### src/hw/rtl/stic_pkg.sv
`default_nettype none
// ----------------------------------------------------------------------------
// stic_pkg
// Shared types and constants for the segment table insert/cast-out block.
// ----------------------------------------------------------------------------
package stic_pkg;

  localparam int WAYS      = 8;
  localparam int GROUPS    = 32;
  localparam int LOG_DEPTH = 8;

  localparam int TOTAL  = GROUPS * WAYS;
  localparam int WAY_W  = $clog2(WAYS);
  localparam int GRP_W  = $clog2(GROUPS);
  localparam int SLOT_W = WAY_W + GRP_W;
  localparam int PTR_W  = WAY_W + 1;
  localparam int LOG_W  = (LOG_DEPTH > 1) ? $clog2(LOG_DEPTH) : 1;
  localparam int LCNT_W = $clog2(LOG_DEPTH + 2);
  localparam int ESID_W = 36;
  localparam int VSID_W = 52;

  localparam logic [ESID_W-1:0] KBASE_RESET = 36'hC_0000_0000;

  localparam logic CMD_INSERT = 1'b0;
  localparam logic CMD_FLUSH  = 1'b1;

  typedef struct packed {
    logic              command;
    logic [ESID_W-1:0] esid;
    logic [VSID_W-1:0] vsid;
  } in_word_t;

  typedef struct packed {
    logic [7:0]        slot_index;
    logic              cast_out;
    logic [ESID_W-1:0] victim_esid;
  } out_word_t;

  typedef struct packed {
    logic load;
    logic dispatch;
    logic scan;
    logic vreq;
    logic vchk;
    logic write;
    logic log_step;
    logic log_end;
    logic sreq;
    logic schk;
  } dp_cmd_t;

  typedef struct packed {
    logic is_flush;
    logic ovf;
    logic free_any;
    logic vdone;
    logic log_more;
    logic sweep_last;
  } dp_stat_t;

endpackage

`default_nettype wire

### src/hw/rtl/stic_ctrl.sv
`default_nettype none
// ----------------------------------------------------------------------------
// stic_ctrl
// Sequencer for insert search, victim walk, log flush and overflow sweep.
// ----------------------------------------------------------------------------
module stic_ctrl
  import stic_pkg::*;
(
  input  wire logic     clk,
  input  wire logic     rst_n,
  input  wire logic     start,
  output logic          busy,
  output logic          done,
  output dp_cmd_t       cmd,
  input  wire dp_stat_t stat
);

  localparam logic [3:0] S_IDLE = 4'd0;
  localparam logic [3:0] S_DISP = 4'd1;
  localparam logic [3:0] S_SCAN = 4'd2;
  localparam logic [3:0] S_VREQ = 4'd3;
  localparam logic [3:0] S_VCHK = 4'd4;
  localparam logic [3:0] S_WR   = 4'd5;
  localparam logic [3:0] S_LOG  = 4'd6;
  localparam logic [3:0] S_SREQ = 4'd7;
  localparam logic [3:0] S_SCHK = 4'd8;
  localparam logic [3:0] S_DONE = 4'd9;

  logic [3:0] state_r, state_nxt;

  always_ff @(posedge clk) begin
    if (!rst_n) state_r <= S_IDLE;
    else        state_r <= state_nxt;
  end

  always_comb begin
    state_nxt = state_r;
    cmd       = '0;
    unique case (state_r)
      S_IDLE: begin
        if (start) begin
          cmd.load  = 1'b1;
          state_nxt = S_DISP;
        end
      end
      S_DISP: begin
        cmd.dispatch = 1'b1;
        if (!stat.is_flush) state_nxt = S_SCAN;
        else if (stat.ovf)  state_nxt = S_SREQ;
        else                state_nxt = S_LOG;
      end
      S_SCAN: begin
        cmd.scan  = 1'b1;
        state_nxt = stat.free_any ? S_WR : S_VREQ;
      end
      S_VREQ: begin
        cmd.vreq  = 1'b1;
        state_nxt = S_VCHK;
      end
      S_VCHK: begin
        cmd.vchk  = 1'b1;
        state_nxt = stat.vdone ? S_WR : S_VREQ;
      end
      S_WR: begin
        cmd.write = 1'b1;
        state_nxt = S_DONE;
      end
      S_LOG: begin
        if (stat.log_more) begin
          cmd.log_step = 1'b1;
        end else begin
          cmd.log_end = 1'b1;
          state_nxt   = S_DONE;
        end
      end
      S_SREQ: begin
        cmd.sreq  = 1'b1;
        state_nxt = S_SCHK;
      end
      S_SCHK: begin
        cmd.schk = 1'b1;
        if (stat.sweep_last) begin
          cmd.log_end = 1'b1;
          state_nxt   = S_DONE;
        end else begin
          state_nxt = S_SREQ;
        end
      end
      S_DONE:  state_nxt = S_IDLE;
      default: state_nxt = S_IDLE;
    endcase
  end

  assign busy = (state_r != S_IDLE);
  assign done = (state_r == S_DONE);

endmodule

`default_nettype wire

### config.mk
export PLATFORM = sky130hd
export DESIGN_NAME = stic_ctrl
export DESIGN_NICKNAME = d
export VERILOG_FILES = /design/src/hw/rtl/stic_pkg.sv /design/src/hw/rtl/stic_ctrl.sv
export SDC_FILE = /design/constraint.sdc
export NUM_CORES = 1
export LEC_CHECK = 0
export BUFFER_PORTS_ARGS = -buffer_cell sky130_fd_sc_hd__buf_4
export CAP_MARGIN = 0
export CORE_AREA = 2 2 39 41
export CTS_BUF_LIST = sky130_fd_sc_hd__clkbuf_16
export DETAILED_ROUTE_END_ITERATION = 8
export DIE_AREA = 0 0 41 43
export GPL_TIMING_DRIVEN = 0
export PLACE_DENSITY = 0.68
export SKIP_LAST_GASP = 1
export SYNTH_ARGS = -nofsm -noshare
export SYNTH_HDL_FRONTEND = slang
export SYNTH_SLANG_ARGS = --single-unit
### constraint.sdc
create_clock -name clk -period 1.7 [get_ports clk]
set_input_delay 0.085 -clock clk [delete_from_list [all_inputs] [get_ports clk]]
set_output_delay 0.085 -clock clk [all_outputs]
set_load 0.02 [all_outputs]
==> results of run 1 <==
## power by group
group / internal (mW) / total, mW / switching, mW / leakage (nW)
Combinational: 0.164 / 0.381 / 0.216 / 0.225
Clock: 0.300 / 0.363 / 0.0625 / 0.0370
Sequential: 0.115 / 0.142 / 0.0268 / 0.0329
Total: 0.580 / 0.886 / 0.306 / 0.295
## path summary, 6_finish.rpt
kind | startpoint | endpoint | slack, ns | depth (start not counted)
setup / recovery | state_r[3] | cmd[7] | 0.14 | 3
hold / removal | stat[3] | state_r[2] | 0.12 | 3
setup reg to reg | state_r[2] | state_r[2] | 0.26 | 4
hold reg to reg | state_r[2] | state_r[2] | 0.74 | 4
## layer usage
| layer | up-vias | wire, um |
|---|---|---|
| met5 | - | 0 |
| met4 | 0 | 10 |
| met3 | 2 | 90 |
| met2 | 19 | 569 |
| met1 | 231 | 549 |
| li1 | 263 | - |
## synth_stat cells (all sizes together)
| cell | n | area, um^2 |
|---|---|---|
| inv | 6 | 22.5 |
| nor2 | 5 | 18.8 |
| nor3 | 5 | 25.0 |
| clkbuf | 4 | 15.0 |
| dfxtp | 4 | 80.1 |
| nor4b | 4 | 35.0 |
| o21ai | 4 | 20.0 |
| nand2 | 3 | 11.3 |
| a211oi | 2 | 15.0 |
| a21oi | 2 | 10.0 |
| nand2b | 2 | 12.5 |
| nand3b | 2 | 15.0 |
| nor2b | 2 | 12.5 |
| o211ai | 2 | 15.0 |
| a211o | 1 | 8.76 |
| a21o | 1 | 7.51 |
| a32oi | 1 | 8.76 |
| and3 | 1 | 6.26 |
| buf | 1 | 11.3 |
| nand3 | 1 | 5.00 |
| nand4b | 1 | 8.76 |
| nor4bb | 1 | 10.0 |
| o32a | 1 | 10.0 |
| or2 | 1 | 6.26 |
| or4 | 1 | 7.51 |
| or4b | 1 | 10.0 |
## cell type report
cell class                 instances  area share
inverter                           6      0.0343
clock buffer                       3       0.114
timing repair buffer              20       0.229
sequential                         4       0.122
buffer                             5      0.0457
tap                               16      0.0305
multi-input combinational         44       0.425
## critical path: stages, from the launching register on
cell and delay (ns):
dfxtp_1 0.33, clkbuf_1 0.22, nor4b_1 0.48, buf_4 0.22
## metrics by stage
stage / instance area, um^2 / cells
after floorplan: 408 / 59
after global placement: 578 / 95
after detailed placement: 578 / 95
after CTS: 653 / 98
after global routing: 657 / 98
final: 657 / 98
## timing repair
item | CTS | global route
endpoints found under the setup margin | 0 | 4
hold endpoints to repair | 0 | 0
gates resized for setup | 0 | 6
## logic make-up after synthesis
| group | share of synthesized area |
|---|---|
| and+or+nand+nor | 0.451 |
| buffers and inverters | 0.120 |
| AOI/OAI and AO/OA | 0.233 |
| DFF | 0.196 |
==> results.cfg, run 1 <==
[global_route]
grt_use_total = 0.161
use_met1 = 0.202
grt-busiest-layer = met2
use_met3 = 0.0681
grt_pass1_wl_um = 1960
grt_overflow = 0
met2_usage = 0.241
first_global_vias = 480
grt_max_degree = 11
antenna_found_initial = 0

[floorplanning]
pin_count = 21
core_mm2 = 0.00138
row_count = 14
die-area_mm2 = 0.00176
start_util = 0.295
dieWidth_um = 41
die_height_um = 43

[clock_tree]
clkLatencyLatePin_ns = 0.22
clockBufferDepth = 2
cts_root_buf = clkbuf_16
cts_setup_buffers = 0
tritoncts = built
postCtsHoldBufs = 0
cts.sinks = 4
cts_max_level = 1
path_clk_slew_ns = 0.03
cts_inserted_buffers = 3

[synth]
syn-num-nets = 68
ys_warn_count = 0
synth_seq_area_share = 0.196
synth_cell_types = 26
synth_area_um2 = 408
syn_avg_cell_area_um2 = 6.91
synth-seq-cells = 4
netlist_instances = 59

[final_layout]
top_register = state_r
largest_register_ffs = 4
multi_input_comb_area_um2 = 279
layout_commonest_cell = buf_4
drive_gt1_frac = 0.341
diodes = 0
regArea_um2 = 80.1
top_regs = state_r (4)
syn_to_final_growth_pct = 61.0
layout_common_cells = buf_4 (20), inv_1 (6), nor3_1 (5), nor2_1 (5)
n_fill_cell = 149
fin_util = 0.475
nets = 93

[sta]
finalSetupViolCount = 0
worst_slew_pin_slew_ns = 0.431
fin_setup_tns_ns = 0
finalHoldWorstSlack_ns = 0.124
period_share = 0.916
hold_viol = 0
finalWorstSetupSlack_ns = 0.144
slew_headroom = 0.709
finalWorstPathRequiredPeriod_ns = 1.56
drv_slew = 0
rsz0062_at_grt = no
fmax_mhz = 643
finClkSkew_ns = 0.000809

[routing]
first_pass_iters = 3
viasPerCell = 5.26
ant_nets = 0
vias = 515
postRouteWirelength_um = 1220
drcViolationCount = 0
drt-initial-drc-count = 10
wl_per_cell_um = 12.4

[critical_path]
cp.arrival_ns = 1.47
cp-end-kind = output pin
start_kind = flop
crit_fanout = 10
critical_path_required_ns = 1.62
critPathKind = flop to output pin

[flow_run]
max_cap_viol_count = 0

[status]
outcome = finished clean

[placed_design]
port_buffers = 20
place_hpwl_um = 868
pre_cts_slack_ns = 0.268
place_congestion = 0.744

[pwr]
peakVddDrop_uv = 417
fin_total_pwr_mw = 0.886
power_density_mw_per_mm2 = 1350
p_leak_nw = 0.295

[hold_path]
min_path_type = input port to flop
No activity file was read; power rests on OpenSTA's default activity.
==> run 2, diff against run 1 <==
Settings changed: CTS_BUF_LIST sky130_fd_sc_hd__clkbuf_16 to sky130_fd_sc_hd__clkbuf_2, SLEW_MARGIN set to 20.
==> results.cfg, run 2 (synthesis gave the netlist of run 1 again) <==
[final_layout]
top_regs = state_r (4)
layout_common_cells = buf_4 (20), clkbuf_2 (6), inv_1 (6)
multi_input_comb_area_um2 = 279
layout_commonest_cell = buf_4
diodes = 0
drive_gt1_frac = 0.341
largest_register_ffs = 4
n_fill_cell = 157
syn_to_final_growth_pct = 46.3
top_register = state_r
regArea_um2 = 80.1
nets = 93

[routing]
ant_nets = 0
viasPerCell = 5.14
first_pass_iters = 4
vias = 504
drcViolationCount = 0
postRouteWirelength_um = 1160
wl_per_cell_um = 11.8
drt-initial-drc-count = 12

[critical_path]
cp-end-kind = output pin
crit_fanout = 10
critical_path_required_ns = 1.62
start_kind = flop
critPathKind = flop to output pin
cp.arrival_ns = 1.45

[floorplanning]
start_util = 0.295
dieWidth_um = 41
die_height_um = 43
die-area_mm2 = 0.00176
pin_count = 21
core_mm2 = 0.00138
row_count = 14

[global_route]
grt_overflow = 0
grt_pass1_wl_um = 1900
first_global_vias = 465
grt_max_degree = 11
grt_use_total = 0.155
antenna_found_initial = 0

[sta]
finClkSkew_ns = 0.00427
hold_viol = 0
worst_slew_pin_slew_ns = 0.433
finalWorstPathRequiredPeriod_ns = 1.53
rsz0062_at_grt = no
finalSetupViolCount = 0
slew_headroom = 0.708
period_share = 0.900
fin_setup_tns_ns = 0
drv_slew = 0
fmax_mhz = 654

[clock_tree]
cts_inserted_buffers = 3
cts_root_buf = clkbuf_2
cts_max_level = 1
clockBufferDepth = 2
clkLatencyLatePin_ns = 0.20
cts.sinks = 4
cts_setup_buffers = 0
tritoncts = built
path_clk_slew_ns = 0.04

[placed_design]
place_hpwl_um = 868
place_congestion = 0.744
port_buffers = 20

[flow_run]
max_cap_viol_count = 0

[pwr]
power_density_mw_per_mm2 = 1010
fin_total_pwr_mw = 0.604
p_leak_nw = 0.270
peakVddDrop_uv = 316

[status]
outcome = finished clean

[hold_path]
min_path_type = input port to flop
## run 2: per-stage QoR
step                instance area (um^2)   util  worst slack [ns]  hold WS (ns)  instances
CTS                                  593  0.429            0.0596         0.125         98
detailed placement                   578  0.418             0.268         0.352         95
global placement                     578  0.418             0.297         0.343         95
floorplan                            408      -           0.00873         0.235         59
global route                         597  0.431            0.0444         0.139         98
finish                               597  0.431             0.170         0.137         98
## run 2: worst paths after layout
check             start  cells past startpoint          to  slack (ns)
min reg2reg  state_r[2]                      4  state_r[2]        0.73
max reg2reg  state_r[2]                      4  state_r[2]        0.26
min             stat[3]                      3  state_r[2]        0.14
max          state_r[3]                      3      cmd[7]        0.17
## run 2: metal layers
metal	wire, um	GRT usage	up-vias
met2	521	0.228	13
met4	0	0.0400	0
met5	0	0	-
met1	562	0.204	228
met3	71	0.0628	0
li1	-	-	263
## run 2: report_power, final
part           total (mW)  internal, mW  switching [mW]  leakage [nW]
registers           0.141         0.115          0.0264        0.0329
logic               0.380         0.164           0.215         0.225
clock network      0.0832        0.0474          0.0358        0.0125
## run 2: worst max-delay path: stages (launching register included)
cell	delay, ns
dfxtp_1	0.33
clkbuf_1	0.21
nor4b_1	0.48
buf_4	0.23
## run 2: area by class of cell
type / instances / share of cell area
buffer: 5 / 0.0503
clock buffer: 3 / 0.0252
inverter: 6 / 0.0377
multi-input combinational: 44 / 0.468
sequential: 4 / 0.134
tap: 16 / 0.0335
timing repair buffer: 20 / 0.252
## run 2: what timing repair did
| action | CTS | global route |
|---|---|---|
| setup endpoints to repair | 0 | 4 |
| hold buffers | 0 | 0 |
| gates resized for setup | 0 | 6 |
